<file path="src/hdl/ptqrm_pkg.sv">
// Package with shared constants, command codes and control/status types.
`timescale 1ns / 1ps

package ptqrm_pkg;

  localparam int unsigned CMD_W   = 2;
  localparam int unsigned WIN_W   = 20;
  localparam int unsigned VAL_W   = 32;

  localparam int unsigned QUEUE_DEPTH_DEF = 64;
  localparam logic [WIN_W-1:0] WINDOW_RESET = 20'd60000;

  localparam logic [CMD_W-1:0] CMD_PULSE = 2'd0;
  localparam logic [CMD_W-1:0] CMD_POP   = 2'd1;
  localparam logic [CMD_W-1:0] CMD_RATE  = 2'd2;

  // Commands from the controller to the datapath.
  typedef struct packed {
    logic accept;
    logic push;
    logic pop;
    logic pop_cap;
    logic walk_init;
    logic walk;
    logic mul;
    logic div;
    logic fin_count;
    logic fin_quot;
    logic load_out;
  } ctrl_t;

  // Status from the datapath to the controller.
  typedef struct packed {
    logic [CMD_W-1:0] cmd;
    logic             q_empty;
    logic             walk_done;
    logic             scale;
    logic             div_last;
    logic             out_free;
  } status_t;

endpackage

</file>
<file path="src/hdl/pulse_timestamp_queue_rate_meter.sv">
// Top level of the pulse timestamp queue with rate meter.
//
//   channel  direction  handshake              payload
//   in       input      in_valid_i/in_stall_o   in_cmd_i, in_now_ms_i
//   out      output     out_valid_o/out_stall_i out_kind_o, out_ok_o, out_value_o,
//                                               out_total_pulses_o
//   cfg      input      cfg_valid_i/cfg_ready_o cfg_window_ms_i
//
// One item is processed at a time. A pulse or an empty pop goes from acceptance through
// the execute state to the output register, and a pop with data also passes a capture
// state. A rate query walks the N queued stamps through the single read port of the stamp
// memory and, when scaling applies, runs a bit-serial divider before the output register
// loads. The next item can be taken once the output register has loaded.
// Reset empties the queue, clears the pulse total and loads a 60000 ms window.
// A new item is taken while the previous result waits under out_stall_i.
`timescale 1ns / 1ps

module pulse_timestamp_queue_rate_meter import ptqrm_pkg::*; #(
  parameter int unsigned QUEUE_DEPTH = QUEUE_DEPTH_DEF
) (
  input  logic             clk_i,
  input  logic             rst_ni,
  input  logic             cfg_valid_i,
  output logic             cfg_ready_o,
  input  logic [WIN_W-1:0] cfg_window_ms_i,
  input  logic             in_valid_i,
  output logic             in_stall_o,
  input  logic [CMD_W-1:0] in_cmd_i,
  input  logic [VAL_W-1:0] in_now_ms_i,
  output logic             out_valid_o,
  input  logic             out_stall_i,
  output logic [CMD_W-1:0] out_kind_o,
  output logic             out_ok_o,
  output logic [VAL_W-1:0] out_value_o,
  output logic [VAL_W-1:0] out_total_pulses_o
);

  ctrl_t   ctrl;
  status_t stat;

  assign cfg_ready_o = 1'b1;

  ptqrm_ctrl u_ctrl (
    .clk_i      (clk_i),
    .rst_ni     (rst_ni),
    .in_valid_i (in_valid_i),
    .in_stall_o (in_stall_o),
    .stat_i     (stat),
    .ctrl_o     (ctrl)
  );

  ptqrm_datapath #(
    .QUEUE_DEPTH (QUEUE_DEPTH)
  ) u_datapath (
    .clk_i              (clk_i),
    .rst_ni             (rst_ni),
    .cfg_valid_i        (cfg_valid_i),
    .cfg_window_ms_i    (cfg_window_ms_i),
    .in_cmd_i           (in_cmd_i),
    .in_now_ms_i        (in_now_ms_i),
    .ctrl_i             (ctrl),
    .stat_o             (stat),
    .out_stall_i        (out_stall_i),
    .out_valid_o        (out_valid_o),
    .out_kind_o         (out_kind_o),
    .out_ok_o           (out_ok_o),
    .out_value_o        (out_value_o),
    .out_total_pulses_o (out_total_pulses_o)
  );

endmodule

</file>
<file path="src/hdl/ptqrm_datapath.sv">
// Datapath: stamp memory, queue pointers, pulse total, walk counter, divider, output register.
`timescale 1ns / 1ps

module ptqrm_datapath import ptqrm_pkg::*; #(
  parameter int unsigned QUEUE_DEPTH = QUEUE_DEPTH_DEF
) (
  input  logic             clk_i,
  input  logic             rst_ni,
  input  logic             cfg_valid_i,
  input  logic [WIN_W-1:0] cfg_window_ms_i,
  input  logic [CMD_W-1:0] in_cmd_i,
  input  logic [VAL_W-1:0] in_now_ms_i,
  input  ctrl_t            ctrl_i,
  output status_t          stat_o,
  input  logic             out_stall_i,
  output logic             out_valid_o,
  output logic [CMD_W-1:0] out_kind_o,
  output logic             out_ok_o,
  output logic [VAL_W-1:0] out_value_o,
  output logic [VAL_W-1:0] out_total_pulses_o
);

  localparam int unsigned IDX_W  = $clog2(QUEUE_DEPTH);
  localparam int unsigned CNT_W  = $clog2(QUEUE_DEPTH);
  localparam int unsigned PROD_W = CNT_W + WIN_W;
  localparam int unsigned DCNT_W = $clog2(PROD_W);

  function automatic logic [IDX_W-1:0] advance(input logic [IDX_W-1:0] idx);
    logic [IDX_W-1:0] res;
    if (idx == IDX_W'(QUEUE_DEPTH - 1)) begin
      res = '0;
    end else begin
      res = idx + IDX_W'(1);
    end
    return res;
  endfunction

  logic [VAL_W-1:0] mem [QUEUE_DEPTH];

  logic [WIN_W-1:0]  window_q;
  logic [IDX_W-1:0]  head_q, head_d, tail_q, tail_d;
  logic [VAL_W-1:0]  total_q, total_d;
  logic [CMD_W-1:0]  cmd_q;
  logic [VAL_W-1:0]  now_q;
  logic              res_ok_q, res_ok_d;
  logic [VAL_W-1:0]  res_value_q, res_value_d;
  logic [IDX_W-1:0]  walk_idx_q, walk_idx_d;
  logic              rd_vld_q, rd_vld_d;
  logic [CNT_W-1:0]  count_q, count_d;
  logic [WIN_W-1:0]  rem_q, rem_d;
  logic [PROD_W-1:0] quo_q, quo_d;
  logic [DCNT_W-1:0] div_cnt_q, div_cnt_d;
  logic              out_valid_q, out_valid_d;
  logic [CMD_W-1:0]  out_kind_q;
  logic              out_ok_q;
  logic [VAL_W-1:0]  out_value_q, out_total_q;

  logic [VAL_W-1:0]  rd_data_q;
  logic              we, re;
  logic [IDX_W-1:0]  raddr;
  logic              full;
  logic [VAL_W-1:0]  age;
  logic              age_ok;
  logic              walk_more;
  logic [PROD_W-1:0] prod;
  logic [WIN_W:0]    trial;
  logic              ge;

  assign full      = (advance(head_q) == tail_q);
  assign walk_more = (walk_idx_q != head_q);
  assign we        = ctrl_i.push && !full;
  assign re        = ctrl_i.pop || (ctrl_i.walk && walk_more);
  assign raddr     = ctrl_i.pop ? tail_q : walk_idx_q;

  always_ff @(posedge clk_i) begin
    if (we) begin
      mem[head_q] <= now_q;
    end
    if (re) begin
      rd_data_q <= mem[raddr];
    end
  end

  assign age    = now_q - rd_data_q;
  assign age_ok = (age <= {{(VAL_W - WIN_W){1'b0}}, window_q});

  assign prod  = {{WIN_W{1'b0}}, count_q} * {{CNT_W{1'b0}}, window_q};
  assign trial = {rem_q, quo_q[PROD_W-1]};
  assign ge    = (trial >= {1'b0, now_q[WIN_W-1:0]});

  always_comb begin
    head_d      = head_q;
    tail_d      = tail_q;
    total_d     = total_q;
    res_ok_d    = res_ok_q;
    res_value_d = res_value_q;
    walk_idx_d  = walk_idx_q;
    rd_vld_d    = rd_vld_q;
    count_d     = count_q;
    rem_d       = rem_q;
    quo_d       = quo_q;
    div_cnt_d   = div_cnt_q;

    if (ctrl_i.accept) begin
      res_ok_d    = 1'b0;
      res_value_d = '0;
    end
    if (ctrl_i.push) begin
      total_d = total_q + VAL_W'(1);
      if (!full) begin
        head_d   = advance(head_q);
        res_ok_d = 1'b1;
      end
    end
    if (ctrl_i.pop) begin
      tail_d   = advance(tail_q);
      res_ok_d = 1'b1;
    end
    if (ctrl_i.pop_cap) begin
      res_value_d = rd_data_q;
    end
    if (ctrl_i.walk_init) begin
      walk_idx_d = tail_q;
      rd_vld_d   = 1'b0;
      count_d    = '0;
    end
    // One read is issued per cycle; its data is checked in the following cycle.
    if (ctrl_i.walk) begin
      if (rd_vld_q && age_ok) begin
        count_d = count_q + CNT_W'(1);
      end
      rd_vld_d = walk_more;
      if (walk_more) begin
        walk_idx_d = advance(walk_idx_q);
      end
    end
    if (ctrl_i.fin_count) begin
      res_value_d = VAL_W'(count_q);
    end
    if (ctrl_i.mul) begin
      quo_d     = prod;
      rem_d     = '0;
      div_cnt_d = '0;
    end
    // Restoring division, one quotient bit per cycle.
    if (ctrl_i.div) begin
      rem_d     = ge ? WIN_W'(trial - {1'b0, now_q[WIN_W-1:0]}) : trial[WIN_W-1:0];
      quo_d     = {quo_q[PROD_W-2:0], ge};
      div_cnt_d = div_cnt_q + DCNT_W'(1);
    end
    if (ctrl_i.fin_quot) begin
      res_value_d = VAL_W'(quo_d);
    end
  end

  assign out_valid_d = ctrl_i.load_out || (out_valid_q && out_stall_i);

  always_ff @(posedge clk_i or negedge rst_ni) begin
    if (!rst_ni) begin
      window_q    <= WINDOW_RESET;
      head_q      <= '0;
      tail_q      <= '0;
      total_q     <= '0;
      rd_vld_q    <= 1'b0;
      out_valid_q <= 1'b0;
    end else begin
      if (cfg_valid_i) begin
        window_q <= cfg_window_ms_i;
      end
      head_q      <= head_d;
      tail_q      <= tail_d;
      total_q     <= total_d;
      rd_vld_q    <= rd_vld_d;
      out_valid_q <= out_valid_d;
    end
  end

  always_ff @(posedge clk_i) begin
    if (ctrl_i.accept) begin
      cmd_q <= in_cmd_i;
      now_q <= in_now_ms_i;
    end
    res_ok_q    <= res_ok_d;
    res_value_q <= res_value_d;
    walk_idx_q  <= walk_idx_d;
    count_q     <= count_d;
    rem_q       <= rem_d;
    quo_q       <= quo_d;
    div_cnt_q   <= div_cnt_d;
    if (ctrl_i.load_out) begin
      out_kind_q  <= cmd_q;
      out_ok_q    <= res_ok_q;
      out_value_q <= res_value_q;
      out_total_q <= total_q;
    end
  end

  assign stat_o.cmd       = cmd_q;
  assign stat_o.q_empty   = (head_q == tail_q);
  assign stat_o.walk_done = !walk_more && !rd_vld_q;
  assign stat_o.scale     = (now_q != '0) && (now_q < {{(VAL_W - WIN_W){1'b0}}, window_q});
  assign stat_o.div_last  = (div_cnt_q == DCNT_W'(PROD_W - 1));
  assign stat_o.out_free  = !out_valid_q || !out_stall_i;

  assign out_valid_o        = out_valid_q;
  assign out_kind_o         = out_kind_q;
  assign out_ok_o           = out_ok_q;
  assign out_value_o        = out_value_q;
  assign out_total_pulses_o = out_total_q;

endmodule

</file>
<file path="src/hdl/ptqrm_ctrl.sv">
// Controller state machine that sequences the datapath for each item.
`timescale 1ns / 1ps

module ptqrm_ctrl import ptqrm_pkg::*; (
  input  logic    clk_i,
  input  logic    rst_ni,
  input  logic    in_valid_i,
  output logic    in_stall_o,
  input  status_t stat_i,
  output ctrl_t   ctrl_o
);

  localparam logic [2:0] S_IDLE   = 3'd0;
  localparam logic [2:0] S_EXEC   = 3'd1;
  localparam logic [2:0] S_POPCAP = 3'd2;
  localparam logic [2:0] S_WALK   = 3'd3;
  localparam logic [2:0] S_MUL    = 3'd4;
  localparam logic [2:0] S_DIV    = 3'd5;
  localparam logic [2:0] S_DONE   = 3'd6;

  logic [2:0] state_q, state_d;

  always_comb begin
    state_d = state_q;
    ctrl_o  = '0;
    unique case (state_q)
      S_IDLE: begin
        if (in_valid_i) begin
          ctrl_o.accept = 1'b1;
          state_d       = S_EXEC;
        end
      end
      S_EXEC: begin
        priority if (stat_i.cmd == CMD_PULSE) begin
          ctrl_o.push = 1'b1;
          state_d     = S_DONE;
        end else if (stat_i.cmd == CMD_POP) begin
          if (stat_i.q_empty) begin
            state_d = S_DONE;
          end else begin
            ctrl_o.pop = 1'b1;
            state_d    = S_POPCAP;
          end
        end else if (stat_i.cmd == CMD_RATE) begin
          ctrl_o.walk_init = 1'b1;
          state_d          = S_WALK;
        end else begin
          state_d = S_DONE;
        end
      end
      S_POPCAP: begin
        ctrl_o.pop_cap = 1'b1;
        state_d        = S_DONE;
      end
      S_WALK: begin
        ctrl_o.walk = 1'b1;
        if (stat_i.walk_done) begin
          if (stat_i.scale) begin
            state_d = S_MUL;
          end else begin
            ctrl_o.fin_count = 1'b1;
            state_d          = S_DONE;
          end
        end
      end
      S_MUL: begin
        ctrl_o.mul = 1'b1;
        state_d    = S_DIV;
      end
      S_DIV: begin
        ctrl_o.div = 1'b1;
        if (stat_i.div_last) begin
          ctrl_o.fin_quot = 1'b1;
          state_d         = S_DONE;
        end
      end
      S_DONE: begin
        if (stat_i.out_free) begin
          ctrl_o.load_out = 1'b1;
          state_d         = S_IDLE;
        end
      end
      default: begin
        state_d = S_IDLE;
      end
    endcase
  end

  always_ff @(posedge clk_i or negedge rst_ni) begin
    if (!rst_ni) begin
      state_q <= S_IDLE;
    end else begin
      state_q <= state_d;
    end
  end

  assign in_stall_o = (state_q != S_IDLE);

endmodule

</file>
<file path="config.mk">
export PLATFORM = sky130hd
export DESIGN_NAME = pulse_timestamp_queue_rate_meter
export DESIGN_NICKNAME = d
export VERILOG_FILES = /design/src/hdl/ptqrm_pkg.sv /design/src/hdl/pulse_timestamp_queue_rate_meter.sv /design/src/hdl/ptqrm_datapath.sv /design/src/hdl/ptqrm_ctrl.sv
export SDC_FILE = /design/constraint.sdc
export NUM_CORES = 2
export LEC_CHECK = 0
export BUFFER_PORTS_ARGS = -buffer_cell sky130_fd_sc_hd__buf_2
export CAP_MARGIN = 25
export CORE_ASPECT_RATIO = 0.8
export CORE_UTILIZATION = 60
export DETAILED_ROUTE_END_ITERATION = 10
export GPL_ROUTABILITY_DRIVEN = 0
export GPL_TIMING_DRIVEN = 0
export PLACE_DENSITY_LB_ADDON = 0.05
export SLEW_MARGIN = 15
export SYNTH_ARGS = -nofsm -noshare
export SYNTH_HDL_FRONTEND = slang
export SYNTH_SLANG_ARGS = --single-unit
</file>
<file path="constraint.sdc">
create_clock -name clk_i -period 12.2 [get_ports clk_i]
set_clock_uncertainty 0.05 [all_clocks]
set_input_delay 2.44 -clock clk_i [delete_from_list [all_inputs] [get_ports clk_i]]
set_output_delay 2.44 -clock clk_i [all_outputs]
set_load 0.02 [all_outputs]
</file>
; Word level (Yosys, flattened, before mapping)
; Memory sizes are Yosys's and may differ from the RTL's. A register that Yosys moved wholly into a read port is not among the register bits.
; Cells that the tools add are included.
[totals]
output_inout_bits = 70
regBits = 266
mem_count = 1
latch_bits = 0
mem_bits_ro = 0
ram_bits = 2048
[classes]
muxes = 60
n_addsub = 8
shifts = 0
mul = 1
reduce_logical = 25
eq_ne = 19
div = 0
magnitude_cmp = 3
bitwise = 1
[mem_list]
columns = name, words, width, rd, rd_ports_with_merged_regs, wr, line_no
row1 = u_datapath.mem, 64, 32, 1, 1, 1, ptqrm_datapath.sv:38  ; logic [VAL_W-1:0] mem [QUEUE_DEPTH];
[op_table]
columns = op, count
row1 = $mux W26, 4
row2 = $mux W32, 2
row3 = $mux W20, 3
row4 = $mux W6, 10
row5 = $add A32 B1 Y32 const B, 1
row6 = $le A32 B20 Y1, 1
row7 = $lt A32 B20 Y1, 1
row8 = $reduce_bool A32 Y1, 1
row9 = $sub A32 B32 Y32, 1
row10 = $mux W1, 28
row11 = $mul A6 B20 Y26, 1
row12 = $add A6 B1 Y6 const B, 4
row13 = $mux W3, 8
row14 = $ge A21 B20 Y1, 1
row15 = $pmux W3 S7, 1
row16 = $sub A20 B20 Y20, 1
row17 = $eq A6 B6 Y1 const B, 3
row18 = $eq A6 B6 Y1, 2
row19 = $mux W5, 2
row20 = $eq A3 B3 Y1 const B, 3
row21 = $ne A2 B2 Y1 const B, 4
row22 = $eq A3 B2 Y1 const B, 2
row23 = $logic_and A1 B1 Y1, 6
row24 = $ne A6 B6 Y1, 1
row25 = 17 further kinds, 26

; Depth between registers and ports, before layout
[logic_depth]
word_depth = 8
depth_mapped = 23

; Hierarchy
; A second synthesis with hierarchy kept.
[hier_totals]
hier_cells = 5593
hier_area_um2 = 97398.4
[modules_own_cells]
columns = module, cells_per_inst, instances, area_per_inst_um2
row1 = ptqrm_datapath, 5546, 1, 97054.3
row2 = ptqrm_ctrl, 45, 1, 332.8
row3 = pulse_timestamp_queue_rate_meter, 2, 1, 11.3

; Least setup slack after synthesis
; No wires, ideal clock.
[synth_path]
kind = input to register
startpoint = in out_stall_i
endpoint = reg u_datapath.out_kind_q[0], in the netlist u_datapath.out_kind_o[0] (enable)
setup_time_ns = 0.514
arrival_ns = 5.626
path_stages = 1
setup_slack_ns = 6.010
path_cell_list = a21oi_1
[synth_between]
elab_chain_len = 4
[synth_lines]
columns = item, line_no
row1 = from (decl), pulse_timestamp_queue_rate_meter.sv:31  ; input logic out_stall_i,
row2 = $logic_not A1 Y1, ptqrm_datapath.sv:203  ; assign stat_o.out_free = !out_valid_q || !out_stall_i;
row3 = $logic_or A1 B1 Y1, ptqrm_datapath.sv:203
row4 = $mux W1, ptqrm_ctrl.sv:78  ; if (stat_i.out_free) begin
row5 = $mux W1, ptqrm_ctrl.sv:26  ; unique case (state_q)
row6 = to (signal assigned), ptqrm_datapath.sv:191  ; out_kind_q <= cmd_q;
row7 = to (decl), ptqrm_datapath.sv:54  ; logic [CMD_W-1:0] out_kind_q;
; No other way between the ends.
; A chain may end at the register's enable or synchronous reset.

; Final worst setup path
[layout_path]
startpoint = reg u_datapath.count_q[5]
endpoint = reg u_datapath.quo_q[25]
[layout_between]
elab_chain_len = 3
[layout_lines]
columns = item, line_no
row1 = from (decl), ptqrm_datapath.sv:49  ; logic [CNT_W-1:0] count_q, count_d;
row2 = from (signal assigned), ptqrm_datapath.sv:186  ; count_q <= count_d;
row3 = $mul A6 B20 Y26, ptqrm_datapath.sv:87  ; assign prod = {{WIN_W{1'b0}}, count_q} * {{CNT_W{1'b0}}, window_q};
row4 = $mux W26, ptqrm_datapath.sv:140  ; if (ctrl_i.mul) begin
row5 = $mux W26, ptqrm_datapath.sv:146  ; if (ctrl_i.div) begin
row6 = named net u_datapath.quo_d[25], ptqrm_datapath.sv:51  ; logic [PROD_W-1:0] quo_q, quo_d;
row7 = to (signal assigned), ptqrm_datapath.sv:188  ; quo_q <= quo_d;
row8 = to (decl), ptqrm_datapath.sv:51
; The timed path passes the listed nets, and every way through them passes these cells.

==> impl_metrics.prom <==
# TYPE chip_impl_metric gauge
chip_impl_info{name="largest_area_contributor_in_the_synthesized_netlist",value="edfxtp_1"} 1
chip_impl_metric{name="place.detailed.hpwl",unit="mm"} 226
chip_impl_metric{name="ys_seq_area_share",unit="%"} 69.3
chip_impl_metric{name="syn-num-nets",unit=""} 7914
chip_impl_info{name="r2r-start",value="u_datapath.count_q[5]$_DFF_P_"} 1
chip_impl_metric{name="area_used_by_multi_input_combinational_logic",unit="µm²"} 28500
chip_impl_metric{name="cts_hold_repair.buffers",unit=""} 0
chip_impl_metric{name="report.final.setup_viol",unit=""} 0
chip_impl_metric{name="route.vias.total",unit=""} 68395
chip_impl_info{name="most_instantiated_cells_after_synthesis",value="edfxtp_1 (2232), nand2_1 (1728), nand3_1 (616), mux2i_1 (435), nor2_1 (281)"} 1
chip_impl_info{name="critical_path_startpoint_category",value="register"} 1
chip_impl_metric{name="vias_in_the_first_global_route",unit=""} 63533
chip_impl_metric{name="rows",unit=""} 133
chip_impl_info{name="post_synth_main_area_contributors",value="edfxtp_1 (67%), nand2_1 (6.5%), mux2i_1 (4.3%)"} 1
chip_impl_metric{name="synth-edff-count",unit=""} 2232
chip_impl_metric{name="number_of_flip_flops_and_latches_in_the_synthesized_netlist",unit=""} 2346
chip_impl_metric{name="route.detailed.drc",unit=""} 0
chip_impl_metric{name="ioPinCount",unit=""} 129
chip_impl_metric{name="mappedNetlistArea",unit="µm²"} 101000
chip_impl_metric{name="numClockSinks",unit=""} 2346
chip_impl_metric{name="clock_tree.htree_level_count",unit=""} 4
chip_impl_metric{name="clk_pin_slew_worst_paths",unit="ps"} 60
chip_impl_metric{name="tritoncts.num_buffers",unit=""} 217
chip_impl_metric{name="buffer_ports.inserted",unit=""} 126
chip_impl_metric{name="netlist_instances",unit=""} 7649
chip_impl_metric{name="timing.setup.tns",unit="ps"} 0
chip_impl_metric{name="relSlewSlack",unit="%"} 17.4
chip_impl_metric{name="area_of_the_die",unit="µm²"} 169000
chip_impl_info{name="setup.worst_path.end_class",value="register"} 1
chip_impl_metric{name="clock_path_buffers",unit=""} 3
chip_impl_metric{name="chipHeight",unit="µm"} 368
chip_impl_metric{name="ctsResizeCount",unit=""} 0
chip_impl_metric{name="grt_antenna_before_repair",unit=""} 23
chip_impl_info{name="rsz0062_at_grt",value="false"} 1
chip_impl_metric{name="worstRegToRegCells",unit=""} 19
chip_impl_metric{name="netlist.area_leader.share",unit="%"} 66.7
chip_impl_metric{name="asr_flop_ratio_synth",unit="%"} 2.94
chip_impl_metric{name="drt_wl_total",unit="mm"} 311
chip_impl_metric{name="detail_route.vias_per_cell",unit=""} 6.44
chip_impl_info{name="timing.hold.worst_endpoint",value="u_datapath.out_value_o[13]$_DFFE_PP_"} 1
chip_impl_metric{name="layout-drive-gt1-share",unit="%"} 12.0
chip_impl_metric{name="reg2reg_setup_slack",unit="ps"} 5440
chip_impl_metric{name="drv_slew",unit=""} 0
chip_impl_metric{name="grt_first_pass_wirelength",unit="mm"} 442
chip_impl_metric{name="power.density_cell_area",unit="nW/µm²"} 226
chip_impl_metric{name="timing.final.ws_setup",unit="ps"} 5440
chip_impl_info{name="min-delay-start",value="u_datapath.res_value_q[13]$_DFFE_PP_"} 1
chip_impl_metric{name="first_iter_violations",unit=""} 10847
chip_impl_metric{name="initial_core_utilization",unit="%"} 60.8
chip_impl_metric{name="dpl_worst_slack",unit="ps"} 5740
chip_impl_metric{name="worstMarginPinSlew",unit="ps"} 1240
chip_impl_metric{name="hold_path_depth",unit=""} 0
chip_impl_metric{name="first_pass_iters",unit=""} 7
chip_impl_metric{name="areaGrowthSynthToFinish",unit="%"} 15.1
chip_impl_metric{name="grt_max_degree",unit=""} 42
chip_impl_metric{name="nNetsFinal",unit=""} 8469
chip_impl_info{name="synthMostInstantiatedCell",value="edfxtp_1"} 1
chip_impl_metric{name="area.sequential",unit="µm²"} 69700
chip_impl_info{name="tritoncts",value="yes"} 1
chip_impl_metric{name="wl_per_cell",unit="µm"} 29.3
chip_impl_metric{name="post-route-cell-area",unit="µm²"} 116000
chip_impl_metric{name="static-leakage-power",unit="µW"} 0.0426
chip_impl_metric{name="yosys_warnings",unit=""} 0
chip_impl_metric{name="core_region_area",unit="µm²"} 165000
chip_impl_metric{name="antenna_violating_nets_post_route",unit=""} 0
chip_impl_metric{name="report.final.hold_viol_count",unit=""} 0
chip_impl_metric{name="maxCapViolations",unit=""} 0
chip_impl_metric{name="power.ir.vdd_worst",unit="V"} 0.000160
chip_impl_metric{name="data_required_time_at_the_worst_endpoint",unit="ps"} 12810
chip_impl_metric{name="cp_max_fo",unit=""} 10
chip_impl_metric{name="globalRouteOverflowTotal",unit=""} 0
chip_impl_metric{name="die_w",unit="µm"} 460
chip_impl_metric{name="post_synth_num_cell_types",unit=""} 79
chip_impl_info{name="outcome",value="finished clean"} 1
chip_impl_metric{name="synth_area_per_cell",unit="µm²"} 13.1
chip_impl_info{name="root_buffer",value="clkbuf_16"} 1
chip_impl_metric{name="grt_util_all_layers",unit="%"} 36.6
chip_impl_metric{name="final_min_period_over_clock_period",unit="%"} 55.4
chip_impl_info{name="dominantRegCellSynth",value="edfxtp_1"} 1
chip_impl_metric{name="post-cts-setup-buffers",unit=""} 0
chip_impl_metric{name="insertion_delay_to_the_later_sink_of_the_worst_skew_pair",unit="ps"} 870
chip_impl_metric{name="num-fill-cells",unit=""} 11385
chip_impl_info{name="critPathKind",value="reg -> reg"} 1
chip_impl_metric{name="placed_area",unit="µm²"} 109000
chip_impl_info{name="timing.hold.worst.class",value="reg -> reg"} 1
chip_impl_metric{name="fmax",unit="MHz"} 148
chip_impl_metric{name="crit_arrival",unit="ps"} 7370
chip_impl_info{name="rr_endpoint",value="u_datapath.quo_q[25]$_DFF_P_"} 1
chip_impl_metric{name="min_period",unit="ps"} 6760
[kinds of logic after synthesis]
family / after synthesis / synth area share [%]
simple gates: 3065 / 13.3
buf+inv: 647 / 2.95
mux: 476 / 4.82
fa+ha+maj: 206 / 3.12
compound gates: 802 / 5.59
flops: 2346 / 69.3
xor+xnor: 106 / 0.923
other cells: 1 / 0.00373
[through the flow]
stage,total power (µW),cells,hold slack [ps],util [%]
2_1_floorplan,15000,7649,350,-
3_3_place_gp,18600,10002,356,62.9
3_5_place_dp,18900,10197,355,65.6
4_1_cts,25600,10605,347,69.9
5_1_grt,26900,10620,368,70.0
6_report,26100,10626,344,70.0
[critical path, cell delays in order, from the launching register on]
cell	delay (ps)
dfxtp_1	360
inv_1	90
clkbuf_1	520
clkbuf_1	570
nor2_1	150
fa_1	490
fa_1	500
inv_1	50
fa_1	520
inv_1	60
ha_1	320
a21oi_1	230
o21bai_1	130
a2111oi_1	900
o31ai_1	230
o41ai_1	530
o21ai_1	200
a31oi_1	240
xor2_1	180
o221ai_1	220
[state kept, by name, summed over array words and instances (netlist names), 6 cells and up]
name,cells
u_datapath.total_q,32
u_datapath.tail_q,6
u_datapath.mem,2048
u_datapath.rd_data_q,32
u_datapath.res_value_q,32
u_datapath.now_q,32
u_datapath.out_total_pulses_o,32
u_datapath.head_q,6
u_datapath.rem_q,20
u_datapath.window_q,20
u_datapath.out_value_o,32
u_datapath.quo_q,26
u_datapath.walk_idx_q,6
u_datapath.count_q,6
[placed cells by master, fill, tap and decap left out, drive strengths merged, types with 20 or more instances in the layout]
| master | n |
|---|---|
| a31oi | 142 |
| dfrtp | 62 |
| nor3 | 33 |
| buf | 592 |
| nand2b | 24 |
| nand2 | 1729 |
| mux2i | 438 |
| o21ai | 107 |
| fa | 75 |
| nand4 | 20 |
| mux2 | 38 |
| dfxtp | 45 |
| clkbuf | 455 |
| xnor2 | 60 |
| nor4 | 21 |
| a211oi | 121 |
| a22o | 20 |
| o32ai | 31 |
| edfxtp | 2232 |
| inv | 187 |
| a21oi | 106 |
| nor2 | 281 |
| a21o | 37 |
| and3 | 254 |
| bufinv | 24 |
| or3 | 36 |
| nand3 | 616 |
| a311oi | 122 |
| clkinv | 129 |
| ha | 131 |
| xor2 | 46 |
[worst max-delay path by stage]
| stage | to | slack [ps] | startpoint | cells past startpoint |
|---|---|---|---|---|
| 3_5_place_dp | u_datapath.quo_q[25]$_DFF_P_ | 5740 | u_datapath.count_q[5]$_DFF_P_ | 19 |
| 6_report | u_datapath.quo_q[25]$_DFF_P_ | 5440 | u_datapath.count_q[5]$_DFF_P_ | 19 |
| 4_1_cts | u_datapath.quo_q[25]$_DFF_P_ | 5690 | u_datapath.count_q[5]$_DFF_P_ | 19 |
| 2_1_floorplan | u_datapath.out_kind_o[0]$_DFFE_PP_ | 6010 | out_stall_i | 1 |
| 3_3_place_gp | u_datapath.res_value_q[4]$_DFFE_PP_ | 4550 | u_datapath.now_q[17]$_DFFE_PP_ | 9 |
| 5_1_grt | u_datapath.quo_q[25]$_DFF_P_ | 5340 | u_datapath.count_q[5]$_DFF_P_ | 19 |
[where the power goes]
part | leakage (µW) | switching [µW] | internal [µW]
Combinational | 0.0177 | 6800 | 2880
Sequential | 0.0214 | 237 | 9350
Clock | 0.00348 | 3030 | 3840
[layout make-up]
class	instances	share of cell area, %
Clock buffer	264	4.96
Buffer	447	1.91
Tap cell	2227	2.41
Timing Repair Buffer	336	4.14
Multi-Input combinational cell	4656	24.6
Sequential cell	2346	60.2
Antenna cell	6	0.0130
Clock inverter	144	1.15
Inverter	200	0.649
[metal layers]
| metal | track usage (%) | routed length [µm] |
|---|---|---|
| met5 | 0 | 92 |
| met4 | 14.4 | 13600 |
| met3 | 14.0 | 50200 |
| met2 | 48.9 | 125000 |
| met1 | 53.9 | 122000 |
No activity file was read; power rests on OpenSTA's default activity.
